`config.mk`:
```
export PLATFORM = sky130hd
export DESIGN_NAME = dlb_ctrl
export DESIGN_NICKNAME = d
export VERILOG_FILES = /design/src/rtl/dlb_pkg.sv /design/src/rtl/dlb_ctrl.sv
export SDC_FILE = /design/constraint.sdc
export NUM_CORES = 1
export LEC_CHECK = 0
export CORE_ASPECT_RATIO = 0.75
export CORE_MARGIN = 4
export CORE_UTILIZATION = 47
export CTS_CLUSTER_SIZE = 40
export DETAILED_ROUTE_END_ITERATION = 10
export DONT_BUFFER_PORTS = 1
export HOLD_SLACK_MARGIN = 0.08
export SETUP_SLACK_MARGIN = 0.5
export SYNTH_ARGS = -nofsm -noshare
export SYNTH_HDL_FRONTEND = slang
export SYNTH_SLANG_ARGS = --single-unit
```
`constraint.sdc`:
```
create_clock -name clk -period 2.45 [get_ports clk]
set_clock_uncertainty 0.15 [all_clocks]
set_input_delay 0.49 -clock clk [delete_from_list [all_inputs] [get_ports clk]]
set_output_delay 0.49 -clock clk [all_outputs]
set_load 0.01 [all_outputs]
```
`src/rtl/dlb_pkg.sv`:
```
// shared widths, state and command types for the discrete log block
package dlb_pkg;

  localparam int RES_W = 31;
  localparam int MOD_W = 31;
  localparam int GEN_W = 31;
  localparam int BS_W  = 17;
  localparam int EXP_W = 32;

  typedef enum logic [4:0] {
    ST_IDLE, ST_CLR, ST_RGEN, ST_BCHK, ST_BRD, ST_BCHKE, ST_BMUL,
    ST_PWCHK, ST_PWMUL, ST_PWSQR, ST_DIV, ST_QSTART, ST_RRES, ST_QCHK,
    ST_QRD, ST_QCHKE, ST_QMUL, ST_DONE
  } state_t;

  typedef enum logic [2:0] {
    MS_RED_GEN, MS_RED_RES, MS_BABY, MS_PMUL, MS_PSQR, MS_GIANT
  } mul_sel_t;

  typedef struct packed {
    logic     mul_start;
    mul_sel_t mul_sel;
    logic     clr_start;
    logic     div_start;
    logic     ld_res;
    logic     baby_init;
    logic     baby_next;
    logic     pw_init1;
    logic     pw_init2;
    logic     pw_shift;
    logic     gf_ld;
    logic     q_init;
    logic     q_next;
    logic     hash_ld;
    logic     prb_rd;
    logic     prb_wr;
    logic     prb_next;
    logic     out_hit;
    logic     out_miss;
  } cmd_t;

  typedef struct packed {
    logic busy;
    logic j_done;
    logic e_zero;
    logic e_lsb;
    logic ent_valid;
    logic key_eq;
    logic prb_last;
    logic i_done;
  } sts_t;

endpackage

```
`src/rtl/dlb_ctrl.sv`:
```
// controller state machine sequencing build, exponentiation and search
module dlb_ctrl (
  input  logic          clk,
  input  logic          rst_n,
  input  logic          start,
  input  logic          cfg_wr,
  output logic          busy,
  output logic          out_valid,
  output dlb_pkg::cmd_t cmd,
  input  dlb_pkg::sts_t sts
);
  import dlb_pkg::*;

  state_t state_r, state_nxt;
  logic   ready_r, ready_nxt;
  logic   pw2_r, pw2_nxt;

  always_ff @(posedge clk) begin
    if (!rst_n) begin
      state_r <= ST_IDLE;
      ready_r <= 1'b0;
      pw2_r   <= 1'b0;
    end else begin
      state_r <= state_nxt;
      ready_r <= ready_nxt;
      pw2_r   <= pw2_nxt;
    end
  end

  always_comb begin
    state_nxt   = state_r;
    ready_nxt   = ready_r;
    pw2_nxt     = pw2_r;
    cmd         = '0;
    unique case (state_r)
      ST_IDLE: if (start) begin
        cmd.ld_res = 1'b1;
        if (ready_r) begin
          state_nxt = ST_QSTART;
        end else begin
          cmd.clr_start = 1'b1;
          state_nxt     = ST_CLR;
        end
      end
      ST_CLR: if (!sts.busy) begin
        cmd.mul_start = 1'b1;
        cmd.mul_sel   = MS_RED_GEN;
        state_nxt     = ST_RGEN;
      end
      ST_RGEN: if (!sts.busy) begin
        cmd.baby_init = 1'b1;
        state_nxt     = ST_BCHK;
      end
      ST_BCHK: begin
        if (sts.j_done) begin
          cmd.pw_init1 = 1'b1;
          pw2_nxt      = 1'b0;
          state_nxt    = ST_PWCHK;
        end else begin
          cmd.hash_ld = 1'b1;
          state_nxt   = ST_BRD;
        end
      end
      ST_BRD: begin
        cmd.prb_rd = 1'b1;
        state_nxt  = ST_BCHKE;
      end
      ST_BCHKE: begin
        if (!sts.ent_valid || sts.key_eq || sts.prb_last) begin
          cmd.prb_wr    = !sts.ent_valid;
          cmd.mul_start = 1'b1;
          cmd.mul_sel   = MS_BABY;
          state_nxt     = ST_BMUL;
        end else begin
          cmd.prb_next = 1'b1;
          state_nxt    = ST_BRD;
        end
      end
      ST_BMUL: if (!sts.busy) begin
        cmd.baby_next = 1'b1;
        state_nxt     = ST_BCHK;
      end
      ST_PWCHK: begin
        if (sts.e_zero) begin
          if (!pw2_r) begin
            cmd.pw_init2 = 1'b1;
            pw2_nxt      = 1'b1;
          end else begin
            cmd.gf_ld     = 1'b1;
            cmd.div_start = 1'b1;
            state_nxt     = ST_DIV;
          end
        end else if (sts.e_lsb) begin
          cmd.mul_start = 1'b1;
          cmd.mul_sel   = MS_PMUL;
          state_nxt     = ST_PWMUL;
        end else begin
          cmd.mul_start = 1'b1;
          cmd.mul_sel   = MS_PSQR;
          state_nxt     = ST_PWSQR;
        end
      end
      ST_PWMUL: if (!sts.busy) begin
        cmd.mul_start = 1'b1;
        cmd.mul_sel   = MS_PSQR;
        state_nxt     = ST_PWSQR;
      end
      ST_PWSQR: if (!sts.busy) begin
        cmd.pw_shift = 1'b1;
        state_nxt    = ST_PWCHK;
      end
      ST_DIV: if (!sts.busy) begin
        ready_nxt = 1'b1;
        state_nxt = ST_QSTART;
      end
      ST_QSTART: begin
        cmd.mul_start = 1'b1;
        cmd.mul_sel   = MS_RED_RES;
        state_nxt     = ST_RRES;
      end
      ST_RRES: if (!sts.busy) begin
        cmd.q_init = 1'b1;
        state_nxt  = ST_QCHK;
      end
      ST_QCHK: begin
        if (sts.i_done) begin
          cmd.out_miss = 1'b1;
          state_nxt    = ST_DONE;
        end else begin
          cmd.hash_ld = 1'b1;
          state_nxt   = ST_QRD;
        end
      end
      ST_QRD: begin
        cmd.prb_rd = 1'b1;
        state_nxt  = ST_QCHKE;
      end
      ST_QCHKE: begin
        if (sts.ent_valid && sts.key_eq) begin
          cmd.out_hit = 1'b1;
          state_nxt   = ST_DONE;
        end else if (!sts.ent_valid || sts.prb_last) begin
          cmd.mul_start = 1'b1;
          cmd.mul_sel   = MS_GIANT;
          state_nxt     = ST_QMUL;
        end else begin
          cmd.prb_next = 1'b1;
          state_nxt    = ST_QRD;
        end
      end
      ST_QMUL: if (!sts.busy) begin
        cmd.q_next = 1'b1;
        state_nxt  = ST_QCHK;
      end
      ST_DONE: state_nxt = ST_IDLE;
      default: state_nxt = ST_IDLE;
    endcase
    if (cfg_wr) ready_nxt = 1'b0;
  end

  assign busy      = (state_r != ST_IDLE);
  assign out_valid = (state_r == ST_DONE);
endmodule

```
# == Word level (Yosys, flattened, before mapping) ==
# Index checks and enable logic that the tools add are counted.
# totals
regBits,7
word_cells,108
input_bits,12
# op_classes
n_mux,61
n_eq_ne,27
n_bitwise,2
reduce_logical,15
# ops
operator,count
$pmux 5 s15,1
$mux 5,12
$eq 5x4->1 const B,8
$mux 1,34
$mux 4,7
$pmux 4 s6,1
$eq 5x3->1 const B,4
$ne 2x2->1 const B,9
$eq 5x2->1 const B,2
$eq 5x5->1 const B,2
$reduce_and 8->1,1
$reduce_or 2->1,4
$pmux 1 s2,3
$eq 5x1->1 const B,1
$logic_not 5->1,1
$reduce_bool 5->1,1
$mux 2,2
$logic_or 1x1->1,3
$mux 3,1
$ne 3x3->1 const B,1
$reduce_and 3->1,1
$not 1->1,2
$reduce_and 2->1,1
$reduce_bool 2->1,1
2 further kinds,2

# == Depth between registers and ports, before layout ==
# Gate-level depths: netlist of run 1.
# logic_depth
word_depth,5
depth_mapped,8
ltp_nobuf,5

# == Worst setup path before layout of run 1 ==
# No wires, ideal clock.
# synth_path
path_type,flip-flop to output port
start,reg state_r[1]
end,out cmd[20] in the netlist's numbering
setup_slack_ns,0.430
n_path_buf,2
arrival_time_ns,1.380
stages_incl_launch_ff,7
cell_sequence,dfxtp_1 -> buf_2 -> buf_2 -> or3_1 -> a21oi_1 -> a31oi_1 -> o21ai_0
# synth_rtl
item,line,text
from (decl),dlb_ctrl.sv:14,"state_t state_r, state_nxt;"
from (signal assigned),dlb_ctrl.sv:24,state_r <= state_nxt;
to (decl),dlb_ctrl.sv:9,"output dlb_pkg::cmd_t cmd,"

==> results of run 1 <==
-- per-stage QoR --
| step | power, mW | hold WS [ps] | area (um2) | std cells |
|---|---|---|---|---|
| after floorplan | 0.704 | 340 | 937 | 136 |
| after global routing | 1.61 | 130 | 1550 | 187 |
| after CTS | 1.31 | 153 | 1370 | 176 |
| after detailed placement | 0.825 | 384 | 948 | 153 |
| after global placement | 0.824 | 367 | 948 | 153 |
| final | 1.55 | 144 | 1550 | 187 |
-- metal layers --
metal  up-vias  wire length [um]  track usage (%)
met3        51               680             12.3
met1       644              1640             36.3
met4         0               330             20.4
met2       163              1980             50.3
li1        563                 -                -
met5         -                 0                0
-- kinds of logic (layout without fill, tap and decap cells) --
logic type / count (synthesis) / count (layout) / synth area share, %
buffers and inverters: 16 / 44 / 8.59
AOI/OAI and AO/OA: 37 / 37 / 25.4
DFF: 7 / 7 / 15.0
and+or+nand+nor: 75 / 76 / 50.1
xor gates and xnor gates: 1 / 1 / 0.940
-- power by group --
group | switching [mW] | internal [mW] | total [mW]
logic | 0.651 | 0.563 | 1.21
clock network | 0.0605 | 0.0633 | 0.124
registers | 0.0563 | 0.152 | 0.208
total | 0.768 | 0.778 | 1.55
-- state kept, by name, indices dropped and copies added (netlist names) --
| signal | cells |
|---|---|
| state_r | 5 |
| ready_r | 1 |
| pw2_r | 1 |
-- cells in the final DEF (no fill, tap or decap), types with 4 or more instances in the layout --
| master | count |
|---|---|
| nor2_4 | 4 |
| buf_6 | 4 |
| and3_1 | 4 |
| or3_4 | 4 |
| dfxtp_4 | 5 |
| nor3_4 | 5 |
| nand2b_1 | 4 |
| nand2_1 | 8 |
| o21ai_0 | 9 |
| a21oi_1 | 6 |
| buf_4 | 26 |
| nor2_1 | 8 |
-- what timing repair did --
item,4_1_cts,5_1_grt
setup endpoints to repair,28,28
resized for setup,53,21
buffers inserted,17,11
pin swaps,16,12
gates cloned,2,0
-- final timing paths --
kind	startpoint	slack (ps)	end	depth (start not counted)
min	cfg_wr	140	ready_r$_SDFFE_PP0P_	1
min reg2reg	pw2_r$_SDFFE_PN0P_	470	pw2_r$_SDFFE_PN0P_	2
max	state_r[0]$_SDFFE_PN0P_	190	cmd[20]	5
max reg2reg	state_r[1]$_SDFFE_PN0P_	410	state_r[0]$_SDFFE_PN0P_	7
-- worst max-delay path, stage by stage (launching register included) --
cell,delay (ps)
dfxtp_4,390
buf_8,150
or3_1,360
a21oi_2,160
a31oi_1,70
o21ai_2,210
-- layout make-up --
type / instances / area [um2] / share of cell area [%]
Clock buffer: 4 / 26.3 / 1.69
Inverter: 5 / 22.5 / 1.45
Multi-Input combinational cell: 114 / 976 / 62.8
Sequential cell: 7 / 159 / 10.2
Tap cell: 22 / 27.5 / 1.77
Timing Repair Buffer: 35 / 343 / 22.1
==> flow_summary.toml, run 1 <==
[sta]
rsz0062_at_grt = "yes"
finalHoldViolations = 0
fin_crit_sh_pct = 92.4
drv_slew = 0
tns_ps = 0
tightestPinTransition_ps = 533
fin_crit_ps = 2260
max_freq_mhz = 442
fin_ws_ps = 187
setup_viol = 0
max_slew_margin_pct = 64.3

[synthesis]
synth_common_cells = "nor2_1 (13), a21oi_1 (10), nand2_1 (10), o21ai_0 (10), nor3_1 (9)"
yosysWarnings = 0
synth_top_cells_by_area = "dfxtp_1 (15%), a21oi_1 (5.4%), o21ai_0 (5.4%), nor2_1 (5.2%), nor3_1 (4.8%)"
synth.avg_cell_area_um2 = 6.85
synth_seq_cells = 7
yosysMostFrequentCell = "nor2_1"
syn-num-nets = 148
synth.top_cell.area_share_pct = 15.0
synth_top_area_cell = "dfxtp_1"
yosysSeqAreaShare_pct = 15.0
async_reset_ff_share_pct = 0
synth_cell_types = 44
syn_inst = 136
synth_ff_type = "dfxtp_1"
syn_area_um2 = 932
synth_edf_count = 0

[die]
num_rows = 13
die_y_um = 46.6
core_area_um2 = 1810
initial_core_util_pct = 51.6
fp.dieW_um = 59.4
ios = 35
die_area_um2 = 2770

[status]
status = "finished, final reports clean"

[drt]
wl_um = 4630
antenna_left = 0
drcViolationCount = 0
wl_per_cell_um = 24.8
drtIter0Drc = 143
first_pass_iters = 5
vias_per_cell = 7.60
vias = 1421

[worst_hold_path]
hp-class = "in -> reg"

[global_routing]
grt_usage_pct = 31.9
grt_pass1_wl_um = 6420
grt_pass1_vias = 1313
grt_start_max_net_pins = 15
antenna_found_initial = 0
grt-ovfl-total = 0

[pwr]
cellLeakagePower_nw = 0.639
power.density_nw_per_um2 = 995
ir_drop_mv = 0.719

[placement]
hpwlAfterDp_um = 2210
gp_congestion = 0.912
preCtsSetupSlack_ps = 357
port_buffers = 0

[layout]
n_antenna_cell = 0
utilization_pct = 86.1
final_layout_size_suffix_gt1_share_pct = 55.2
fillCellCount = 82
area_growth_pct = 66.7
fin_nets = 178

[setup_path]
cp_max_fo = 14
crit_required_ps = 1810
critPathKind = "reg -> out"
crit_arrival_ps = 1620
startpoint_type = "register"
crit_path_end_kind = "primary output"

[run]
maxCapViolCount = 0

[clock_tree]
h-tree-depth = 1
cts_hold_buf = 0
cts.sinks = 7
cts_tree = "done"
cts_root_buf = "clkbuf_4"
cts_buffer_depth = 2
clkTransAtPathRegs_ps = 60
cts_buffers = 3
clk_latency_ps = 280
Note: power is estimated with default switching activity, not from simulation.
==> run 2: changes to the inputs <==
--- a/config.mk
+++ b/config.mk
@@ -12,6 +12,7 @@
 export DETAILED_ROUTE_END_ITERATION = 10
 export DONT_BUFFER_PORTS = 1
 export HOLD_SLACK_MARGIN = 0.08
+export RECOVER_POWER = 50
 export SETUP_SLACK_MARGIN = 0.5
 export SYNTH_ARGS = -nofsm -noshare
 export SYNTH_HDL_FRONTEND = slang
==> run 2 against run 1 <==
Compared with the run above: final area is 5.4% lower; critical endpoint is now cmd[10]; global-route usage did not move; combinational power about the same; critical path depth fell by 1; sequential cell count did not move; setup slack worse by 12 ps; utilization shrank 4.6 points; die area did not move; count of clock-buffer cells in the layout unchanged; register-to-register slack lost 160 ps; via count decreased by 3.2%.
==> flow_summary.toml, run 2 (synthesis gave the netlist of run 1 again) <==
[layout]
utilization_pct = 81.4
largest_registers = "state_r (5), pw2_r (1), ready_r (1)"
area_growth_pct = 57.7
final_layout_size_suffix_gt1_share_pct = 48.5
final_common_cell = "buf_4"
layout_common_cells = "buf_4 (26), nor2_1 (10), o21ai_0 (9), nand2_1 (8)"
n_antenna_cell = 0
fin_nets = 178
regMostFlops = "state_r"
largest_reg_flops = 5
fillCellCount = 100

[pwr]
power.density_nw_per_um2 = 1020
p_clk_share_pct = 8.1
p_sw_mw = 0.738
seqPwrFrac_pct = 13.7
p_int_mw = 0.766
power_frac_comb_pct = 78.2
cellLeakagePower_nw = 0.620
p_sw_share_pct = 49.1
ir_drop_mv = 0.711

[setup_path]
reg2reg_depth = 7
cp_max_fo = 8
crit_path_end_kind = "primary output"
crit_required_ps = 1810
critPathKind = "reg -> out"
startpoint_type = "register"
crit_arrival_ps = 1630

[die]
ios = 35
num_rows = 13
initial_core_util_pct = 51.6
fp.dieW_um = 59.4
die_area_um2 = 2770
core_area_um2 = 1810
die_y_um = 46.6

[clock_tree]
cts_buffers = 3
cts_hold_buf = 0
cts_tree = "done"
cts.sinks = 7
clk_latency_ps = 280
h-tree-depth = 1
clkTransAtPathRegs_ps = 60
cts_root_buf = "clkbuf_4"
cts_buffer_depth = 2

[sta]
setup_viol = 0
fin_crit_ps = 2270
max_slew_margin_pct = 63.0
whs_ps = 141
finalHoldViolations = 0
max_freq_mhz = 440
fin_crit_sh_pct = 92.9
tightestPinTransition_ps = 550
rsz0062_at_grt = "yes"
tns_ps = 0
drv_slew = 0

[drt]
drcViolationCount = 0
wl_per_cell_um = 24.8
vias_per_cell = 7.36
first_pass_iters = 7
wl_um = 4630
antenna_left = 0
drtIter0Drc = 142
vias = 1376

[run]
maxCapViolCount = 0

[global_routing]
grt_pass1_wl_um = 6420
grt_usage_pct = 31.9
antenna_found_initial = 0
grt_start_max_net_pins = 15
grt-ovfl-total = 0
grt_pass1_vias = 1313

[placement]
port_buffers = 0
gp_congestion = 0.912
hpwlAfterDp_um = 2210

[worst_hold_path]
hp-class = "in -> reg"
worstHoldPathCells = 1

[status]
status = "finished, final reports clean"
-- run 2: cell counts in the layout (fill, tap and decap cells not counted) --
No cell type changed its count.
-- run 2: per-layer routing --
layer | track usage [%] | routed length (um)
met5 | 0 | 0
met4 | 20.4 | 283
met3 | 12.3 | 660
met2 | 50.3 | 2050
met1 | 36.3 | 1640
-- run 2: layout make-up --
cell class	instances	area, um2	share of cell area (%)
Multi-Input combinational cell	114	892	60.7
Clock buffer	4	26.3	1.79
Timing Repair Buffer	35	343	23.3
Inverter	5	22.5	1.53
Tap cell	22	27.5	1.87
Sequential cell	7	159	10.8
-- run 2: worst paths after layout --
| check | from | slack (ps) | to |
|---|---|---|---|
| min | cfg_wr | 140 | ready_r$_SDFFE_PP0P_ |
| max reg2reg | state_r[1]$_SDFFE_PN0P_ | 250 | state_r[0]$_SDFFE_PN0P_ |
| max | state_r[0]$_SDFFE_PN0P_ | 180 | cmd[10] |
| min reg2reg | pw2_r$_SDFFE_PN0P_ | 430 | pw2_r$_SDFFE_PN0P_ |
-- run 2: critical path, cell delays in order (launching register included) --
cell and delay [ps]:
dfxtp_4 410, buf_4 160, nand3b_4 120, nor4_1 440, buf_4 220
-- run 2: what timing repair did --
action                     CTS  global route
cloned                       2             0
setup endpoints to repair   28            28
pin swaps                   16            12
resized for setup           53            21
buffers inserted            17            11
-- run 2: power by group through the flow --
stage          logic [mW]  registers, mW  clock network [mW]
2_1_floorplan       0.547          0.157                   0
3_3_place_gp        0.635          0.189                   0
3_5_place_dp        0.635          0.190                   0
4_1_cts             0.994          0.203               0.114
5_1_grt              1.23          0.208               0.127
6_report             1.18          0.206               0.122
-- run 2: stage by stage --
stage | setup WS, ps | cells | power (mW) | cell area [um2]
5_1_grt | 120 | 187 | 1.57 | 1470
3_3_place_gp | 320 | 153 | 0.824 | 948
6_report | 175 | 187 | 1.50 | 1470
4_1_cts | 285 | 176 | 1.31 | 1370
2_1_floorplan | 488 | 136 | 0.704 | 937
3_5_place_dp | 357 | 153 | 0.825 | 948
